### src/hdl/csma_pkg.sv
// shared types and constants for the credit switch arbiter
`default_nettype none

package csma_pkg;

  localparam int ID_W     = 31;
  localparam int PORT_W   = 2;
  localparam int CAP_W    = 4;
  localparam int MODE_W   = 2;
  localparam int IN_TDATA_W  = 40;
  localparam int OUT_TDATA_W = 40;

  localparam logic [CAP_W-1:0] CAP_RESET = 4'd8;

  typedef enum logic [MODE_W-1:0] {
    MODE_ARRIVAL   = 2'd0,
    MODE_TRANSFER  = 2'd1,
    MODE_SEND      = 2'd2,
    MODE_LINK_FREE = 2'd3
  } mode_t;

  // packed from the lowest bit up: credit_valid, credit_port, send_valid, sent_id, dropped
  typedef struct packed {
    logic              dropped;
    logic [ID_W-1:0]   sent_id;
    logic              send_valid;
    logic [PORT_W-1:0] credit_port;
    logic              credit_valid;
  } result_t;

  localparam int RESULT_W = $bits(result_t);

endpackage

`default_nettype wire

### src/hdl/csma_fifo.sv
// id fifo with a registered head word, used for the entrance and exit queues
`default_nettype none

module csma_fifo #(
  parameter int DEPTH = 8,
  parameter int CW    = 4
) (
  input  wire logic                      clk,
  input  wire logic                      rst,
  input  wire logic                      push,
  input  wire logic [csma_pkg::ID_W-1:0] push_data,
  input  wire logic                      pop,
  output logic      [CW-1:0]             count,
  output logic      [csma_pkg::ID_W-1:0] head_data
);

  localparam int AW = (DEPTH > 1) ? $clog2(DEPTH) : 1;
  localparam logic [AW-1:0] LAST = AW'(DEPTH - 1);

  logic [csma_pkg::ID_W-1:0] mem [DEPTH];
  logic [AW-1:0] head, head_next;
  logic [AW-1:0] tail;

  always_comb begin
    head_next = head;
    if (pop) begin
      head_next = (head == LAST) ? '0 : head + AW'(1);
    end
  end

  always_ff @(posedge clk) begin
    if (rst) begin
      head  <= '0;
      tail  <= '0;
      count <= '0;
    end else begin
      head <= head_next;
      if (push) begin
        tail  <= (tail == LAST) ? '0 : tail + AW'(1);
        count <= count + CW'(1);
      end else if (pop) begin
        count <= count - CW'(1);
      end
    end
  end

  always_ff @(posedge clk) begin
    if (push) begin
      mem[tail] <= push_data;
    end
  end

  // head word follows the next read pointer; a write into that slot goes straight through
  always_ff @(posedge clk) begin
    if (push && tail == head_next) begin
      head_data <= push_data;
    end else begin
      head_data <= mem[head_next];
    end
  end

endmodule

`default_nettype wire

### src/hdl/credit_switch_min_id_arbiter_unit.sv
// top level: entrance queues, smallest-id arbiter, exit queue and link state
// the result of an accepted item is written into the output register when the item is accepted
// one item per cycle unless stalled; arbitration, queue update and result settle in that cycle
// the output register frees the input side whenever it is empty or being drained
// reset (rst, synchronous) empties all queues, clears the link busy mark and sets capacity to 8
`default_nettype none

module credit_switch_min_id_arbiter_unit #(
  parameter int ENTRY_DEPTH = 8,
  parameter int EXIT_DEPTH  = 8,
  parameter int NUM_PORTS   = 3
) (
  input  wire logic                                clk,
  input  wire logic                                rst,
  input  wire logic                                s_axis_tvalid,
  output logic                                     s_axis_tready,
  // port [1:0], msg_id [32:2], zero fill above
  input  wire logic [csma_pkg::IN_TDATA_W-1:0]     s_axis_tdata,
  // mode [1:0]
  input  wire logic [csma_pkg::MODE_W-1:0]         s_axis_tuser,
  output logic                                     m_axis_tvalid,
  input  wire logic                                m_axis_tready,
  // credit_valid [0], credit_port [2:1], send_valid [3], sent_id [34:4], dropped [35]
  output logic      [csma_pkg::OUT_TDATA_W-1:0]    m_axis_tdata,
  input  wire logic                                cfg_valid,
  output logic                                     cfg_ready,
  input  wire logic [csma_pkg::CAP_W-1:0]          cfg_data
);

  localparam int ECW    = $clog2(ENTRY_DEPTH + 1);
  localparam int XCW    = $clog2(EXIT_DEPTH + 1);
  localparam int PSEL_W = (NUM_PORTS > 1) ? $clog2(NUM_PORTS) : 1;
  localparam int CMP_W  = (XCW > csma_pkg::CAP_W) ? XCW : csma_pkg::CAP_W;

  logic [csma_pkg::CAP_W-1:0] exit_capacity;
  logic                       link_busy;
  csma_pkg::result_t          res, res_next;
  logic                       res_valid;

  logic [ECW-1:0]            entry_count   [NUM_PORTS];
  logic [csma_pkg::ID_W-1:0] entry_head_id [NUM_PORTS];
  logic [NUM_PORTS-1:0]      entry_push, entry_pop;

  logic [XCW-1:0]            exit_count;
  logic [csma_pkg::ID_W-1:0] exit_head_id;
  logic                      exit_push, exit_pop;

  logic                        accept;
  csma_pkg::mode_t             mode;
  logic [csma_pkg::PORT_W-1:0] in_port;
  logic [csma_pkg::ID_W-1:0]   in_id;

  logic                      found;
  logic [PSEL_W-1:0]         best;
  logic [csma_pkg::ID_W-1:0] best_id;
  logic                      port_full;
  logic                      port_ok;
  logic                      room;
  logic                      do_xfer, do_send;

  assign s_axis_tready = !res_valid || m_axis_tready;
  assign accept        = s_axis_tvalid && s_axis_tready;
  assign cfg_ready     = 1'b1;

  assign mode    = csma_pkg::mode_t'(s_axis_tuser);
  assign in_port = s_axis_tdata[csma_pkg::PORT_W-1:0];
  assign in_id   = s_axis_tdata[csma_pkg::PORT_W +: csma_pkg::ID_W];

  // smallest head id among non-empty queues, lowest port on a tie
  always_comb begin
    found   = 1'b0;
    best    = '0;
    best_id = '0;
    for (int p = 0; p < NUM_PORTS; p++) begin
      if (entry_count[p] != '0 && (!found || entry_head_id[p] < best_id)) begin
        found   = 1'b1;
        best    = PSEL_W'(p);
        best_id = entry_head_id[p];
      end
    end
  end

  always_comb begin
    port_full = 1'b0;
    for (int p = 0; p < NUM_PORTS; p++) begin
      if (32'(in_port) == p && entry_count[p] == ECW'(ENTRY_DEPTH)) begin
        port_full = 1'b1;
      end
    end
  end

  assign port_ok = 32'(in_port) < NUM_PORTS;
  assign room    = (CMP_W'(exit_count) < CMP_W'(exit_capacity))
                && (exit_count != XCW'(EXIT_DEPTH));

  always_comb begin
    res_next   = '0;
    do_xfer    = 1'b0;
    do_send    = 1'b0;
    entry_push = '0;
    unique case (mode)
      csma_pkg::MODE_ARRIVAL: begin
        if (!port_ok || port_full) begin
          res_next.dropped = 1'b1;
        end else begin
          for (int p = 0; p < NUM_PORTS; p++) begin
            entry_push[p] = accept && 32'(in_port) == p;
          end
        end
      end
      csma_pkg::MODE_TRANSFER: begin
        if (room && found) begin
          do_xfer              = accept;
          res_next.credit_valid = 1'b1;
          res_next.credit_port  = csma_pkg::PORT_W'(best);
        end
      end
      csma_pkg::MODE_SEND: begin
        if (!link_busy && exit_count != '0) begin
          do_send             = accept;
          res_next.send_valid = 1'b1;
          res_next.sent_id    = exit_head_id;
        end
      end
      csma_pkg::MODE_LINK_FREE: begin
      end
      default: begin
      end
    endcase
  end

  always_comb begin
    for (int p = 0; p < NUM_PORTS; p++) begin
      entry_pop[p] = do_xfer && 32'(best) == p;
    end
  end

  assign exit_push = do_xfer;
  assign exit_pop  = do_send;

  for (genvar g = 0; g < NUM_PORTS; g++) begin : g_entry
    csma_fifo #(
      .DEPTH (ENTRY_DEPTH),
      .CW    (ECW)
    ) u_entry (
      .clk       (clk),
      .rst       (rst),
      .push      (entry_push[g]),
      .push_data (in_id),
      .pop       (entry_pop[g]),
      .count     (entry_count[g]),
      .head_data (entry_head_id[g])
    );
  end

  csma_fifo #(
    .DEPTH (EXIT_DEPTH),
    .CW    (XCW)
  ) u_exit (
    .clk       (clk),
    .rst       (rst),
    .push      (exit_push),
    .push_data (best_id),
    .pop       (exit_pop),
    .count     (exit_count),
    .head_data (exit_head_id)
  );

  always_ff @(posedge clk) begin
    if (rst) begin
      exit_capacity <= csma_pkg::CAP_RESET;
      link_busy     <= 1'b0;
      res_valid     <= 1'b0;
    end else begin
      if (cfg_valid && cfg_ready) begin
        exit_capacity <= cfg_data;
      end
      if (do_send) begin
        link_busy <= 1'b1;
      end else if (accept && mode == csma_pkg::MODE_LINK_FREE) begin
        link_busy <= 1'b0;
      end
      if (accept) begin
        res_valid <= 1'b1;
      end else if (m_axis_tready) begin
        res_valid <= 1'b0;
      end
    end
  end

  always_ff @(posedge clk) begin
    if (accept) begin
      res <= res_next;
    end
  end

  assign m_axis_tvalid = res_valid;
  assign m_axis_tdata  = {(csma_pkg::OUT_TDATA_W - csma_pkg::RESULT_W)'(0), res};

endmodule

`default_nettype wire
### config.mk
export PLATFORM = sky130hd
export DESIGN_NAME = credit_switch_min_id_arbiter_unit
export DESIGN_NICKNAME = d
export VERILOG_FILES = /design/src/hdl/csma_pkg.sv /design/src/hdl/csma_fifo.sv /design/src/hdl/credit_switch_min_id_arbiter_unit.sv
export SDC_FILE = /design/constraint.sdc
export NUM_CORES = 1
export LEC_CHECK = 0
export BUFFER_PORTS_ARGS = -buffer_cell sky130_fd_sc_hd__buf_2
export CAP_MARGIN = 20
export CORE_MARGIN = 2
export CORE_UTILIZATION = 26
export DETAILED_ROUTE_END_ITERATION = 8
export GPL_TIMING_DRIVEN = 0
export SETUP_SLACK_MARGIN = 0.3
export SYNTH_ARGS = -nofsm -noshare
export SYNTH_HDL_FRONTEND = slang
export SYNTH_SLANG_ARGS = --single-unit
### constraint.sdc
create_clock -name clk -period 10.4 [get_ports clk]
set_input_delay 1.04 -clock clk [delete_from_list [all_inputs] [get_ports clk]]
set_output_delay 1.04 -clock clk [all_outputs]
set_load 0.005 [all_outputs]
==> flow_metrics.env <==
export IMPL_grt_pass1_vias=22606
export IMPL_place_area_sq_um=48200
export IMPL_fmax_mhz=107
export IMPL_fillers=16083
export IMPL_max_stage_delay_ps=860
export IMPL_wl_per_cell_microns=21.5
export IMPL_drv_cap=0
export IMPL_syn_to_final_growth_pct=18.8
export IMPL_drc=0
export IMPL_syn_area_per_cell_sq_um=19.5
export IMPL_status="complete, no violations"
export IMPL_die_h_microns=414
export IMPL_seq_power_share=0.520
export IMPL_synthFlopType="edfxtp_1"
export IMPL_rows=150
export IMPL_place_congestion=0.841
export IMPL_start_util=0.261
export IMPL_crit_path_top_delay_cell="a221oi_1"
export IMPL_crit_required_ps=10810
export IMPL_rsz0062_at_grt="no"
export IMPL_antenna_found_initial=12
export IMPL_fin_ws_ps=1030
export IMPL_gr_total_overflow=0
export IMPL_vias=22087
export IMPL_core_sq_um=167000
export IMPL_worst_pin_slew_ps=1040
export IMPL_power_switching_mw=2.08
export IMPL_crit_path_start_kind="flip-flop"
export IMPL_clock_path_buffers=3
export IMPL_path_common_cell="clkbuf_1"
export IMPL_grt_start_max_net_pins=30
export IMPL_synth_area_leaders="edfxtp_1, mux4_2, dfxtp_1"
export IMPL_drt_iter0_markers=2025
export IMPL_die_area_sq_um=171000
export IMPL_drive_gt1_frac=0.288
export IMPL_async_reset_ff_frac=0
export IMPL_ioPinCount=94
export IMPL_layout_common_cells="edfxtp_1, mux4_2, nand2_1"
export IMPL_dp_hpwl_microns=73600
export IMPL_power_leakage_nw=16.5
export IMPL_io_buffers=80
export IMPL_p_int_mw=7.28
export IMPL_synth_area_sq_um=43700
export IMPL_hold_class="reg -> reg"
export IMPL_setup_viol=0
export IMPL_nets=2685
export IMPL_vdd_drop_max_mv=0.148
export IMPL_dp_cells=4634
export IMPL_powerDensity_nw_per_um2=180
export IMPL_period_needed_ps=9370
export IMPL_slew_headroom=0.305
export IMPL_insertion_delay_ps=720
export IMPL_grt_first_pass_wirelength_microns=154000
export IMPL_clock_sinks=1086
export IMPL_crit_type="reg -> reg"
export IMPL_die_x_microns=414
export IMPL_grt_usage=0.122
export IMPL_yosysUniqueCellTypes=54
export IMPL_ctsHoldBuffers=0
export IMPL_layout_commonest_cell="edfxtp_1"
export IMPL_dp_slack_ps=484
export IMPL_yosysTopAreaCellShare=0.707
export IMPL_pwr_share_clk=0.419
export IMPL_arrival_ps=9780
export IMPL_numCtsBuffers=107
export IMPL_clk_pin_slew_ps=60
export IMPL_synth_seq_cells=1086
export IMPL_viasPerCell=4.56
export IMPL_drtPass1Iterations=5
export IMPL_root_buffer="clkbuf_16"
export IMPL_multi_input_area_sq_um=11300
export IMPL_p_comb_frac=0.060
export IMPL_finClkSkew_ps=38.8
export IMPL_synth_cells=2234
export IMPL_post_cts_resized=0
export IMPL_final_max_slew_viol_count=0
export IMPL_cts_setup_buffers=0
export IMPL_rr_worst_depth=25
export IMPL_yosys_warnings=0
export IMPL_netSwitchingFraction=0.222
export IMPL_path_max_fanout=10
export IMPL_final_area_sq_um=51900
export IMPL_htree_levels=3
export IMPL_synth_edf_count=1028
export IMPL_regArea_sq_um=32000
export IMPL_layout_cells_non_filler=4843
export IMPL_cp_end_kind="flip-flop"
export IMPL_routed_wirelength_microns=104000
export IMPL_cts_tree="done"
export IMPL_hold_depth=1
export IMPL_ant_nets=0
export IMPL_hold_viol=0
export IMPL_fin_crit_sh=0.901
export IMPL_yosysTopAreaCell="edfxtp_1"
export IMPL_ys_seq_area_frac=0.734
[per-layer routing]
metal / wire [microns] / part of all wire / global-route usage / vias to the layer above
met5: 53 / 0.00051 / 0 / -
met4: 2130 / 0.020 / 0.0292 / 8
met3: 5340 / 0.051 / 0.0202 / 142
met2: 50600 / 0.49 / 0.202 / 570
met1: 46100 / 0.44 / 0.166 / 11645
li1: - / - / - / 9722
[cell type report]
type / instances / area share
Clock buffer: 129 / 0.0550
Sequential cell: 1086 / 0.617
Tap cell: 2204 / 0.0532
Inverter: 12 / 0.000868
Antenna cell: 4 / 0.000193
Clock inverter: 72 / 0.0139
Timing Repair Buffer: 197 / 0.0322
Multi-Input combinational cell: 1021 / 0.218
Buffer: 118 / 0.00926
[kinds of logic (layout without fill, tap and decap cells)]
kind of cell             count (synthesis)  count (layout)  synth area share
flip-flops                            1086            1086             0.734
multiplexers                           363             363             0.157
AND/OR/NAND/NOR                        345             345            0.0379
AO/OA/AOI/OAI                          208             208            0.0312
buffers and inverters                  130             528            0.0119
adder cells (fa/ha/maj)                 91              91            0.0268
XOR/XNOR                                 9               9           0.00181
other                                    2               9          0.000172
[Yosys cell counts (6+ instances only)]
library cell and instances:
a211oi_1 8, o21a_1 22, o21ai_0 42, a21oi_1 63, edfxtp_1 1028, a21o_1 35
nand4_1 8, dfxtp_1 58, ha_1 87, nand2b_1 34, inv_1 12, nor3b_1 14
nor2_1 74, mux2i_1 43, buf_1 28, nor4_1 12, nand2_1 126, mux4_2 248
a31o_2 18, mux2_2 69, nand3_1 16, buf_2 9, clkbuf_1 76, and2_1 16
xnor2_1 6, nor3_1 24
[registers in the layout (all words and copies together) (netlist names), named ones only]
signal and cells:
u_exit.mem 248, m_axis_tdata 36, u_exit.count 4, g_entry.u_entry.mem 744, exit_capacity 4, m_axis_tvalid 1
u_exit.head 3, u_exit.tail 3, link_busy 1, g_entry.u_entry.tail 9, g_entry.u_entry.count 12, g_entry.u_entry.head 9
[critical path, delay by kind of cell (launching register included)]
family	cells	cell delay (ps)
multiplexers	1	370
adder cells (fa/ha/maj)	2	720
AO/OA/AOI/OAI	8	2770
flip-flops	1	300
buffers and inverters	7	3280
AND/OR/NAND/NOR	7	1570
[power groups by stage]
stage	combinational (mW)	clock [mW]	sequential [mW]
floorplan	0.310	0	4.96
finish	0.565	3.92	4.87
CTS	0.564	4.01	4.87
global route	0.619	4.17	4.87
global placement	0.542	0	4.97
detailed placement	0.561	0	4.96
[stage by stage]
| step | power [mW] | TNS (ps) | hold slack [ps] | utilization |
|---|---|---|---|---|
| after global placement | 5.51 | -364470 | 484 | 0.280 |
| after global routing | 9.66 | 0 | 514 | 0.311 |
| after detailed placement | 5.53 | 0 | 491 | 0.289 |
| after floorplan | 5.27 | 0 | 452 | - |
| final | 9.36 | 0 | 501 | 0.311 |
| after CTS | 9.44 | 0 | 502 | 0.310 |
[final timing paths]
kind | end | startpoint | slack [ps]
max reg2reg | u_exit.mem[1][18]$_DFFE_PP_ | flip-flop | 1030
min reg2reg | flip-flop | g_entry[1].u_entry.head[1]$_SDFF_PP0_ | 500
max | u_exit.mem[1][18]$_DFFE_PP_ | flip-flop | 1030
min | flip-flop | g_entry[1].u_entry.head[1]$_SDFF_PP0_ | 500
(Power assumes the default switching activity.)
